## src/design/ftd_pkg.sv

```systemverilog
// Shared types and constants of the dual fractional tick divider.
// No dependencies; every other file of the block refers to it by scoped names.
package ftd_pkg;

  // Field widths
  localparam int SAMPLE_W   = 11;
  localparam int FIRE_A_W   = 17;
  localparam int FIRE_B_W   = 2;
  localparam int ACC_W      = 16;
  localparam int TGT_W      = 16;
  localparam int CLK_W      = 23;
  localparam int QR_W       = 7;
  localparam int RR_W       = 16;
  localparam int P_W        = RR_W + SAMPLE_W;
  localparam int QN_W       = QR_W + SAMPLE_W;
  localparam int Q_W        = SAMPLE_W;
  localparam int FIRE_W     = QN_W;
  localparam int RECIP_W    = 28;
  localparam int RECIP_SH   = 43;
  localparam int DIV_STEPS  = CLK_W;
  localparam int DIV_CW     = $clog2(DIV_STEPS + 1);
  localparam int CFG_IDX_W  = 2;
  localparam int CFG_DATA_W = 16;

  // Timing constants
  localparam logic [CLK_W-1:0]   CNT_A_CLOCK = 23'd4233600;
  localparam logic [RR_W-1:0]    TICK_RATE   = 16'd44100;
  // ceil(2^43 / 44100): exact quotient for any dividend below 2^27
  localparam logic [RECIP_W-1:0] TICK_RECIP  = 28'd199457892;
  localparam logic [RR_W-1:0]    RATE_PAL    = 16'd50;
  localparam logic [RR_W-1:0]    RATE_NTSC   = 16'd60;

  // Register indexes
  localparam logic [CFG_IDX_W-1:0] REG_CNT_A_TARGET = 2'd0;
  localparam logic [CFG_IDX_W-1:0] REG_CNT_A_ENABLE = 2'd1;
  localparam logic [CFG_IDX_W-1:0] REG_PAL_MODE     = 2'd2;
  localparam logic [CFG_IDX_W-1:0] REG_CNT_B_ENABLE = 2'd3;

  // Operation and channel codes
  localparam logic OP_TICK  = 1'b0;
  localparam logic OP_CLEAR = 1'b1;
  localparam logic SEL_A    = 1'b0;
  localparam logic SEL_B    = 1'b1;

  typedef struct packed {
    logic                op;
    logic                counter_select;
    logic [SAMPLE_W-1:0] sample_count;
  } in_item_t;

  typedef struct packed {
    logic [FIRE_A_W-1:0] cnt_a_fires;
    logic [FIRE_B_W-1:0] cnt_b_fires;
  } out_item_t;

  // Rate split as rate = qr * 44100 + rr
  typedef struct packed {
    logic [QR_W-1:0] qr;
    logic [RR_W-1:0] rr;
  } rate_split_t;

  // Stage load enables shared by both lanes
  typedef struct packed {
    logic ld1;
    logic ld2;
    logic ld3;
    logic ld_out;
    logic commit;
  } lane_ctl_t;

endpackage

```

## src/design/dual_fractional_tick_divider_top.sv

```systemverilog
// Dual fractional tick divider, top level.
// One item per cycle sustained while neither out_stall nor a rate derivation holds the flow.
// A nonzero write of counter A's target holds !cfg_ready, and in_stall from the write cycle
// on, while the rate is derived: 23 restoring-divider steps, then the whole part, then
// the remainder. Reset (rst_n low, synchronous): registers, rate and both accumulators go
// to zero, pipeline empties.
module dual_fractional_tick_divider_top #(
  parameter int MAX_SAMPLES = 1024
) (
  input  logic                              clk,
  input  logic                              rst_n,
  input  logic                              in_valid,
  output logic                              in_stall,
  input  ftd_pkg::in_item_t                 in_data,
  output logic                              out_valid,
  input  logic                              out_stall,
  output ftd_pkg::out_item_t                out_data,
  input  logic                              cfg_valid,
  output logic                              cfg_ready,
  input  logic [ftd_pkg::CFG_IDX_W-1:0]     cfg_index,
  input  logic [ftd_pkg::CFG_DATA_W-1:0]    cfg_data
);

  // Largest count the input field can carry; a cap above it never bites.
  localparam int SAMPLE_MAX = (1 << ftd_pkg::SAMPLE_W) - 1;
  localparam logic [ftd_pkg::SAMPLE_W-1:0] N_CAP =
    ftd_pkg::SAMPLE_W'((MAX_SAMPLES > SAMPLE_MAX) ? SAMPLE_MAX : MAX_SAMPLES);

  // ---------------------------------------------------------------------------
  // Configuration registers
  // ---------------------------------------------------------------------------
  logic [ftd_pkg::TGT_W-1:0] tgt_r;
  logic                      en_a_r, pal_r, en_b_r;
  logic                      cfg_wr, tgt_wr;
  logic                      rate_busy;
  ftd_pkg::rate_split_t      rate_a, rate_b;

  assign cfg_ready = !rate_busy;
  assign cfg_wr    = cfg_valid && cfg_ready;
  assign tgt_wr    = cfg_wr && (cfg_index == ftd_pkg::REG_CNT_A_TARGET);

  always_ff @(posedge clk) begin
    if (!rst_n) begin
      tgt_r  <= '0;
      en_a_r <= 1'b0;
      pal_r  <= 1'b0;
      en_b_r <= 1'b0;
    end else if (cfg_wr) begin
      case (cfg_index)
        ftd_pkg::REG_CNT_A_TARGET: tgt_r  <= cfg_data;
        ftd_pkg::REG_CNT_A_ENABLE: en_a_r <= cfg_data[0];
        ftd_pkg::REG_PAL_MODE:     pal_r  <= cfg_data[0];
        ftd_pkg::REG_CNT_B_ENABLE: en_b_r <= cfg_data[0];
        default: ;
      endcase
    end
  end

  // Counter A rate: derived once per target write, held as quotient and
  // remainder of the tick rate. A target of zero gives a zero rate at once.
  ftd_rate_ctl u_rate_ctl (
    .clk    (clk),
    .rst_n  (rst_n),
    .start  (tgt_wr),
    .target (cfg_data),
    .busy   (rate_busy),
    .rate   (rate_a)
  );

  // Counter B's rate is always below the tick rate: no whole part.
  assign rate_b.qr = '0;
  assign rate_b.rr = pal_r ? ftd_pkg::RATE_PAL : ftd_pkg::RATE_NTSC;

  // ---------------------------------------------------------------------------
  // Pipeline control: input register, three lane stages, result register.
  // Each stage advances when it is empty or its successor advances, so
  // bubbles close up and the input keeps taking items while a result waits, until stages fill.
  // ---------------------------------------------------------------------------
  logic              v0_r, v1_r, v2_r, v3_r, out_valid_r;
  logic              adv0, adv1, adv2, adv3, adv_out;
  logic              in_xfer;
  ftd_pkg::in_item_t in_r;
  ftd_pkg::lane_ctl_t lane_ctl;

  assign adv_out = !out_valid_r || !out_stall;
  assign adv3    = !v3_r || adv_out;
  assign adv2    = !v2_r || adv3;
  assign adv1    = !v1_r || adv2;
  assign adv0    = !v0_r || adv1;

  // Hold off items while the rate is being derived, including the write cycle.
  assign in_stall = !adv0 || rate_busy || tgt_wr;
  assign in_xfer  = in_valid && !in_stall;

  assign lane_ctl.ld1    = adv1;
  assign lane_ctl.ld2    = adv2;
  assign lane_ctl.ld3    = adv3;
  assign lane_ctl.ld_out = adv_out;
  // advance the accumulators only for a real item leaving stage 3
  assign lane_ctl.commit = adv_out && v3_r;

  always_ff @(posedge clk) begin
    if (!rst_n) begin
      v0_r        <= 1'b0;
      v1_r        <= 1'b0;
      v2_r        <= 1'b0;
      v3_r        <= 1'b0;
      out_valid_r <= 1'b0;
    end else begin
      if (adv0)    v0_r        <= in_xfer;
      if (adv1)    v1_r        <= v0_r;
      if (adv2)    v2_r        <= v1_r;
      if (adv3)    v3_r        <= v2_r;
      if (adv_out) out_valid_r <= v3_r;
    end
  end

  // Input register: saturate the sample count on the way in.
  always_ff @(posedge clk) begin
    if (adv0) begin
      in_r.op             <= in_data.op;
      in_r.counter_select <= in_data.counter_select;
      if (32'(in_data.sample_count) > 32'(MAX_SAMPLES)) begin
        in_r.sample_count <= N_CAP;
      end else begin
        in_r.sample_count <= in_data.sample_count;
      end
    end
  end

  // ---------------------------------------------------------------------------
  // Lanes
  // ---------------------------------------------------------------------------
  logic is_tick, is_clear;
  logic act_a, act_b, clr_a, clr_b;
  logic [ftd_pkg::FIRE_W-1:0] fires_a, fires_b;

  assign is_tick  = (in_r.op == ftd_pkg::OP_TICK);
  assign is_clear = (in_r.op == ftd_pkg::OP_CLEAR);
  assign act_a    = is_tick && en_a_r;
  assign act_b    = is_tick && en_b_r;
  assign clr_a    = is_clear && (in_r.counter_select == ftd_pkg::SEL_A);
  assign clr_b    = is_clear && (in_r.counter_select == ftd_pkg::SEL_B);

  ftd_lane u_lane_a (
    .clk   (clk),
    .rst_n (rst_n),
    .ctl   (lane_ctl),
    .act   (act_a),
    .clr   (clr_a),
    .n     (in_r.sample_count),
    .rate  (rate_a),
    .fires (fires_a)
  );

  ftd_lane u_lane_b (
    .clk   (clk),
    .rst_n (rst_n),
    .ctl   (lane_ctl),
    .act   (act_b),
    .clr   (clr_b),
    .n     (in_r.sample_count),
    .rate  (rate_b),
    .fires (fires_b)
  );

  // Result register lives in the lanes; drop the bits above the field widths.
  assign out_valid            = out_valid_r;
  assign out_data.cnt_a_fires = fires_a[ftd_pkg::FIRE_A_W-1:0];
  assign out_data.cnt_b_fires = fires_b[ftd_pkg::FIRE_B_W-1:0];

endmodule

```

## src/design/ftd_div.sv

```systemverilog
// Restoring divider, one quotient bit per cycle, used for the counter A rate.
// Depends on ftd_pkg for widths.
module ftd_div (
  input  logic                             clk,
  input  logic                             rst_n,
  input  logic                             start,
  input  logic [ftd_pkg::CLK_W-1:0]        dividend,
  input  logic [ftd_pkg::RR_W-1:0]         divisor,
  output logic                             done,
  output logic [ftd_pkg::CLK_W-1:0]        quo
);

  logic [ftd_pkg::DIV_CW-1:0] cnt_r;
  logic                       done_r;
  logic [ftd_pkg::CLK_W-1:0]  quo_r, quo_nxt;
  logic [ftd_pkg::RR_W-1:0]   rem_r, rem_nxt;
  logic [ftd_pkg::RR_W-1:0]   dsr_r;
  logic [ftd_pkg::RR_W:0]     trial;
  logic                       ge;

  always_comb begin
    trial   = {rem_r, quo_r[ftd_pkg::CLK_W-1]};
    ge      = trial >= {1'b0, dsr_r};
    rem_nxt = ge ? ftd_pkg::RR_W'(trial - {1'b0, dsr_r}) : trial[ftd_pkg::RR_W-1:0];
    quo_nxt = {quo_r[ftd_pkg::CLK_W-2:0], ge};
  end

  always_ff @(posedge clk) begin
    if (!rst_n) begin
      cnt_r  <= '0;
      done_r <= 1'b0;
    end else begin
      done_r <= (cnt_r == ftd_pkg::DIV_CW'(1));
      if (start) begin
        cnt_r <= ftd_pkg::DIV_CW'(ftd_pkg::DIV_STEPS);
      end else if (cnt_r != '0) begin
        cnt_r <= cnt_r - ftd_pkg::DIV_CW'(1);
      end
    end
  end

  always_ff @(posedge clk) begin
    if (start) begin
      quo_r <= dividend;
      rem_r <= '0;
      dsr_r <= divisor;
    end else if (cnt_r != '0) begin
      quo_r <= quo_nxt;
      rem_r <= rem_nxt;
    end
  end

  assign done = done_r;
  assign quo  = quo_r;

endmodule

```

## src/design/ftd_rate_ctl.sv

```systemverilog
// Derives counter A's rate from its target and splits it by the tick rate.
// Depends on ftd_pkg and ftd_div.
module ftd_rate_ctl (
  input  logic                       clk,
  input  logic                       rst_n,
  input  logic                       start,
  input  logic [ftd_pkg::TGT_W-1:0]  target,
  output logic                       busy,
  output ftd_pkg::rate_split_t       rate
);

  localparam int RP_W = ftd_pkg::CLK_W + ftd_pkg::RECIP_W;

  typedef enum logic [1:0] {ST_IDLE, ST_RATE, ST_SPLIT} state_t;

  state_t                     state_r, state_nxt;
  ftd_pkg::rate_split_t       rate_r, rate_nxt;
  logic                       div_start;
  logic                       div_done;
  logic [ftd_pkg::CLK_W-1:0]  div_quo;
  logic [RP_W-1:0]            recip_prod;
  logic [ftd_pkg::CLK_W-1:0]  whole;
  logic [ftd_pkg::CLK_W-1:0]  frac;

  ftd_div u_div (
    .clk      (clk),
    .rst_n    (rst_n),
    .start    (div_start),
    .dividend (ftd_pkg::CNT_A_CLOCK),
    .divisor  (target),
    .done     (div_done),
    .quo      (div_quo)
  );

  always_comb begin
    state_nxt  = state_r;
    rate_nxt   = rate_r;
    div_start  = 1'b0;
    // whole part of rate / 44100 by reciprocal multiply, exact below 2^27
    recip_prod = RP_W'(div_quo) * RP_W'(ftd_pkg::TICK_RECIP);
    whole      = ftd_pkg::CLK_W'(rate_r.qr) * ftd_pkg::CLK_W'(ftd_pkg::TICK_RATE);
    frac       = div_quo - whole;
    case (state_r)
      ST_IDLE: begin
        if (start) begin
          if (target == '0) begin
            rate_nxt = '0;
          end else begin
            div_start = 1'b1;
            state_nxt = ST_RATE;
          end
        end
      end
      ST_RATE: begin
        // rate found and held by the divider: take its whole tick periods
        if (div_done) begin
          rate_nxt.qr = recip_prod[ftd_pkg::RECIP_SH +: ftd_pkg::QR_W];
          state_nxt   = ST_SPLIT;
        end
      end
      ST_SPLIT: begin
        rate_nxt.rr = frac[ftd_pkg::RR_W-1:0];
        state_nxt   = ST_IDLE;
      end
      default: state_nxt = ST_IDLE;
    endcase
  end

  always_ff @(posedge clk) begin
    if (!rst_n) begin
      state_r <= ST_IDLE;
      rate_r  <= '0;
    end else begin
      state_r <= state_nxt;
      rate_r  <= rate_nxt;
    end
  end

  assign busy = (state_r != ST_IDLE);
  assign rate = rate_r;

endmodule

```

## src/design/ftd_lane.sv

```systemverilog
// One counter channel: product, reciprocal split, remainder fold into the accumulator.
// Depends on ftd_pkg; load enables come from the top level.
module ftd_lane (
  input  logic                          clk,
  input  logic                          rst_n,
  input  ftd_pkg::lane_ctl_t            ctl,
  input  logic                          act,
  input  logic                          clr,
  input  logic [ftd_pkg::SAMPLE_W-1:0]  n,
  input  ftd_pkg::rate_split_t          rate,
  output logic [ftd_pkg::FIRE_W-1:0]    fires
);

  localparam int PROD_W = ftd_pkg::P_W + ftd_pkg::RECIP_W;

  // stage 1
  logic [ftd_pkg::P_W-1:0]    p1_r, p1_nxt;
  logic [ftd_pkg::QN_W-1:0]   qn1_r, qn1_nxt;
  logic                       clr1_r;
  // stage 2
  logic [PROD_W-1:0]          recip_prod;
  logic [ftd_pkg::Q_W-1:0]    q2_r, q2_nxt;
  logic [ftd_pkg::P_W-1:0]    p2_r;
  logic [ftd_pkg::QN_W-1:0]   qn2_r;
  logic                       clr2_r;
  // stage 3
  logic [ftd_pkg::P_W-1:0]    qm, diff;
  logic [ftd_pkg::RR_W-1:0]   r3_r, r3_nxt;
  logic [ftd_pkg::FIRE_W-1:0] f3_r, f3_nxt;
  logic                       clr3_r;
  // result stage
  logic [ftd_pkg::ACC_W:0]    sum;
  logic                       wrap;
  logic [ftd_pkg::ACC_W-1:0]  acc_r, acc_nxt;
  logic [ftd_pkg::FIRE_W-1:0] fires_r, fires_nxt;

  always_comb begin
    // a lane without act contributes nothing and, unless cleared, leaves its accumulator alone
    p1_nxt  = act ? ({{ftd_pkg::SAMPLE_W{1'b0}}, rate.rr} * {{ftd_pkg::RR_W{1'b0}}, n}) : '0;
    qn1_nxt = act ? ({{ftd_pkg::SAMPLE_W{1'b0}}, rate.qr} * {{ftd_pkg::QR_W{1'b0}}, n}) : '0;

    recip_prod = {{ftd_pkg::RECIP_W{1'b0}}, p1_r} * {{ftd_pkg::P_W{1'b0}}, ftd_pkg::TICK_RECIP};
    q2_nxt     = recip_prod[ftd_pkg::RECIP_SH +: ftd_pkg::Q_W];

    qm     = {{ftd_pkg::RR_W{1'b0}}, q2_r} * {{ftd_pkg::SAMPLE_W{1'b0}}, ftd_pkg::TICK_RATE};
    diff   = p2_r - qm;
    r3_nxt = diff[ftd_pkg::RR_W-1:0];
    f3_nxt = qn2_r + {{(ftd_pkg::QN_W - ftd_pkg::Q_W){1'b0}}, q2_r};

    sum       = {1'b0, acc_r} + {1'b0, r3_r};
    wrap      = sum >= {1'b0, ftd_pkg::TICK_RATE};
    fires_nxt = f3_r + {{(ftd_pkg::FIRE_W-1){1'b0}}, wrap};
    if (clr3_r) begin
      acc_nxt = '0;
    end else if (wrap) begin
      acc_nxt = ftd_pkg::ACC_W'(sum - {1'b0, ftd_pkg::TICK_RATE});
    end else begin
      acc_nxt = sum[ftd_pkg::ACC_W-1:0];
    end
  end

  always_ff @(posedge clk) begin
    if (ctl.ld1) begin
      p1_r   <= p1_nxt;
      qn1_r  <= qn1_nxt;
      clr1_r <= clr;
    end
    if (ctl.ld2) begin
      q2_r   <= q2_nxt;
      p2_r   <= p1_r;
      qn2_r  <= qn1_r;
      clr2_r <= clr1_r;
    end
    if (ctl.ld3) begin
      r3_r   <= r3_nxt;
      f3_r   <= f3_nxt;
      clr3_r <= clr2_r;
    end
    if (ctl.ld_out) begin
      fires_r <= fires_nxt;
    end
  end

  always_ff @(posedge clk) begin
    if (!rst_n) begin
      acc_r <= '0;
    end else if (ctl.commit) begin
      acc_r <= acc_nxt;
    end
  end

  assign fires = fires_r;

endmodule

```

## config.mk

```make
export PLATFORM = sky130hd
export DESIGN_NAME = dual_fractional_tick_divider_top
export DESIGN_NICKNAME = d
export VERILOG_FILES = /design/src/design/ftd_pkg.sv /design/src/design/dual_fractional_tick_divider_top.sv /design/src/design/ftd_div.sv /design/src/design/ftd_rate_ctl.sv /design/src/design/ftd_lane.sv
export SDC_FILE = /design/constraint.sdc
export NUM_CORES = 2
export LEC_CHECK = 0
export BUFFER_PORTS_ARGS = -buffer_cell sky130_fd_sc_hd__buf_2
export CORE_ASPECT_RATIO = 1.25
export CORE_MARGIN = 2
export CORE_UTILIZATION = 50
export CTS_CLUSTER_SIZE = 10
export DETAILED_ROUTE_END_ITERATION = 8
export GPL_ROUTABILITY_DRIVEN = 0
export HOLD_SLACK_MARGIN = 0.05
export PLACE_DENSITY = 0.71
export SYNTH_ARGS = -nofsm -noshare
export SYNTH_HDL_FRONTEND = slang
export SYNTH_SLANG_ARGS = --single-unit
```

## constraint.sdc

```tcl
create_clock -name clk -period 8.4 [get_ports clk]
set_input_delay 1.26 -clock clk [delete_from_list [all_inputs] [get_ports clk]]
set_output_delay 1.26 -clock clk [all_outputs]
set_load 0.05 [all_outputs]
```

==> results_dict.tcl <==
set metrics [dict create \
    routedWlPerCell_um 17.5 \
    final_nets 7253 \
    first_iter_violations 1733 \
    row_count 135 \
    fin_crit_ns 7.74 \
    rsz0062_at_grt "no" \
    worstMarginPinSlew_ns 1.09 \
    grt_overflow_total 0 \
    htree_levels 2 \
    ys_ff_latch 334 \
    dr_total_vias 36600 \
    routed_wl_mm 121 \
    post-cts-setup-buffer-count 0 \
    synth_top_cell_by_area "fa_1" \
    r2r_start "u_rate_ctl.u_div.quo[4]$_SDFFE_PP0P_" \
    insertion_delay_ns 0.58 \
    numCtsBuffers 43 \
    n_antenna_cell 0 \
    r2r-end "u_rate_ctl.rate[21]$_SDFFE_PN0P_" \
    hpwl_mm 103 \
    worst-r2r-cell-count 23 \
    io_pins 58 \
    synth_top_area_share 0.320 \
    die_width_um 298 \
    cts.repair.resized 0 \
    start_util 0.502 \
    end_kind "flop" \
    finalClockSkew_ns 0.0180 \
    synth_edf_count 225 \
    grt_pass1_vias 40200 \
    grt_start_max_net_pins 63 \
    cts.hold.buffers_added 0 \
    cts_root_buf "clkbuf_16" \
    worstHoldPathType "flop to flop" \
    max_freq_ghz 0.129 \
    dr.pass1.iters 5 \
    hold_viol 0 \
    syn-cell-area_mm2 0.0542 \
    critPathArrivalTime_ns 8.21 \
    cp-endpoint "u_rate_ctl.rate[21]$_SDFFE_PN0P_" \
    coreArea_mm2 0.108 \
    clock-sinks 334 \
    setup_viol 0 \
    port-buffer-count 57 \
    grt_use_total 0.230 \
    post_synth.cell_area_avg_um2 10.0 \
    ys_seq_area_frac 0.165 \
    clk_pin_slew_ns 0.06 \
    synthCells 5393 \
    antenna_found_initial 2 \
    critical_path_peak_fanout 10 \
    finalMaxSlewViolations 0 \
    routed_via_density 5.30 \
    period_share 0.922 \
    nFillCells 9466 \
    cts_tree "yes" \
    whs_ns 0.417 \
    status "complete, no violations" \
    maxCapViolations 0 \
    utilization 0.532 \
    max-slew-margin-rel 0.269 \
    critPathLaunch "u_rate_ctl.u_div.quo[4]$_SDFFE_PP0P_" \
    cp.required_ns 8.87 \
    start_kind "flop" \
    async_reset_ff_frac 0 \
    die_area_mm2 0.111 \
    final.setup.tns_ns 0 \
    met3_length_mm 4.71 \
    drc 0 \
    clockBufferDepth 3 \
    yosysWarnings 0 \
    met2_length_mm 62.4 \
    register_area_mm2 0.00894 \
    critPathKind "flop to flop" \
    die-height_um 372 \
    wl_met1_mm 48.7 \
    top_layer "met5" \
    synth.area.top_cells "fa_1 (32%), ha_1 (21%), edfxtp_1 (12%)" \
    syn_to_final_growth_pct 6.02 \
    ys.flop_type "edfxtp_1" \
    ys_types 90 \
    drive_gt1_frac 0.0340 \
    multi_input_area_mm2 0.0399 \
    grt_pass1_wl_mm 204 \
    ant_nets 0 \
    rrSetupSlack_ns 0.66 \
]
-- layout by cell type, fill, tap and decap left out, types with 12 or more instances in the layout --
master and n:
a211oi_1 22, a21boi_0 27, a21o_1 93, a21oi_1 157, a31oi_1 18, and2_1 117, and3_1 22, buf_2 57
buf_4 26, clkbuf_1 22, clkbuf_16 45, dfxtp_1 109, edfxtp_1 225, fa_1 866, ha_1 922, inv_1 1327
mux2i_1 12, nand2_1 348, nand2b_1 29, nand3_1 64, nand4_1 27, nor2_1 176, nor2b_1 61, nor3_1 55
nor4_1 15, o211ai_1 23, o21a_1 27, o21ai_0 133, o21bai_1 19, or2_2 15, or3_1 12, xnor2_1 134
xor2_1 84
-- worst min-delay path by stage --
stage / cells past startpoint / end / from / slack (ns)
after CTS: 0 / u_lane_a.qn2_r[3]$_DFFE_PP_ / u_lane_a.qn1_r[3]$_SDFFCE_PN0P_ / 0.41
after global placement: 0 / u_lane_b.clr2_r$_DFFE_PP_ / u_lane_b.clr1_r$_DFFE_PP_ / 0.40
after global routing: 0 / u_lane_a.qn2_r[3]$_DFFE_PP_ / u_lane_a.qn1_r[3]$_SDFFCE_PN0P_ / 0.42
final: 0 / u_lane_a.qn2_r[3]$_DFFE_PP_ / u_lane_a.qn1_r[3]$_SDFFCE_PN0P_ / 0.42
after detailed placement: 0 / u_lane_a.r3_r[1]$_DFFE_PP_ / u_lane_a.p2_r[1]$_DFFE_PP_ / 0.40
after floorplan: 0 / u_lane_a.clr2_r$_DFFE_PP_ / u_lane_a.clr1_r$_DFFE_PP_ / 0.40
-- critical path, stage by stage (launching register included) --
cell	delay [ns]
dfxtp_1	0.72
fa_1	0.59
inv_1	0.11
fa_1	0.48
fa_1	0.49
fa_1	0.52
inv_1	0.05
fa_1	0.46
fa_1	0.54
inv_1	0.05
fa_1	0.59
inv_1	0.06
ha_1	0.31
nand2_1	0.07
nor2_1	0.20
nand2_1	0.13
a2111oi_0	0.83
nor4bb_1	0.18
buf_4	0.22
nor4_1	0.32
nor2_1	0.12
a21oi_1	0.26
xor2_1	0.10
a22o_1	0.20
-- state kept, by name (all words and copies together) (netlist names), 12 cells and up --
register and count:
u_lane_a.qn2_r 17, u_lane_a.r3_r 16, u_lane_a.p2_r 16, u_rate_ctl.u_div.dsr_r 16, u_lane_a.qn1_r 17, u_lane_b.p1_r 16, u_lane_b.p2_r 15, u_lane_a.p1_r 27
u_rate_ctl.u_div.rem_r 16, u_lane_a.fires 17, u_rate_ctl.rate 23, u_rate_ctl.u_div.quo 23, in_r 12, u_lane_b.r3_r 15, u_lane_b.acc_r 15, u_lane_a.f3_r 17
u_lane_a.acc_r 16
-- synth_stat cells, types with 10 or more instances --
master        n
inv_1      1329
ha_1        922
fa_1        866
nand2_1     350
edfxtp_1    225
nor2_1      176
a21oi_1     157
xnor2_1     134
o21ai_0     133
and2_1      117
dfxtp_1     109
a21o_1       93
clkbuf_1     88
xor2_1       84
nand3_1      64
nor2b_1      61
nor3_1       55
nand2b_1     29
a21boi_0     27
nand4_1      27
o21a_1       27
o211ai_1     23
a211oi_1     22
and3_1       22
o21bai_1     19
a31oi_1      18
nor4_1       15
or2_2        15
mux2i_1      12
or3_1        12
a211o_1      10
nor3b_1      10
o2111ai_1    10
-- per-stage QoR --
stage / instance area, um2 / cells / setup slack [ns]
after floorplan: 54200 / 5400 / 1.60
after global placement: 56100 / 6822 / 0.812
after detailed placement: 56100 / 6822 / 0.684
after CTS: 57400 / 6902 / 0.657
after global routing: 57400 / 6902 / 0.395
final: 57400 / 6902 / 0.658
-- final cells by class --
type                    instances  share of cell area
inverters                    1330              0.0869
repair buffers                 83             0.00837
multi-input cells            3637               0.694
well taps                    1438              0.0313
flip-flops and latches        334               0.156
clock buffers                  69              0.0215
clock inverters                11             0.00176
-- per-layer routing --
layer  vias up  global-route usage
met5         -                   0
met4         2              0.0917
met3       276              0.0226
met2       763               0.419
met1     18300               0.278
li1      17300                   -
-- cells by family (layout without fill, tap and decap cells) --
| group | after synthesis | in the layout | synth area share |
|---|---|---|---|
| fa+ha+maj | 1788 | 1788 | 0.533 |
| buf+inv | 1429 | 1493 | 0.0994 |
| simple gates | 981 | 981 | 0.0879 |
| compound gates | 627 | 627 | 0.0765 |
| flops | 334 | 334 | 0.165 |
| xor+xnor | 219 | 219 | 0.0356 |
| mux | 13 | 13 | 0.00243 |
| other cells | 2 | 9 | 0.000139 |
Power is not shown: default switching activity piles up to over one toggle a cycle in this logic, so the estimate is an artifact.
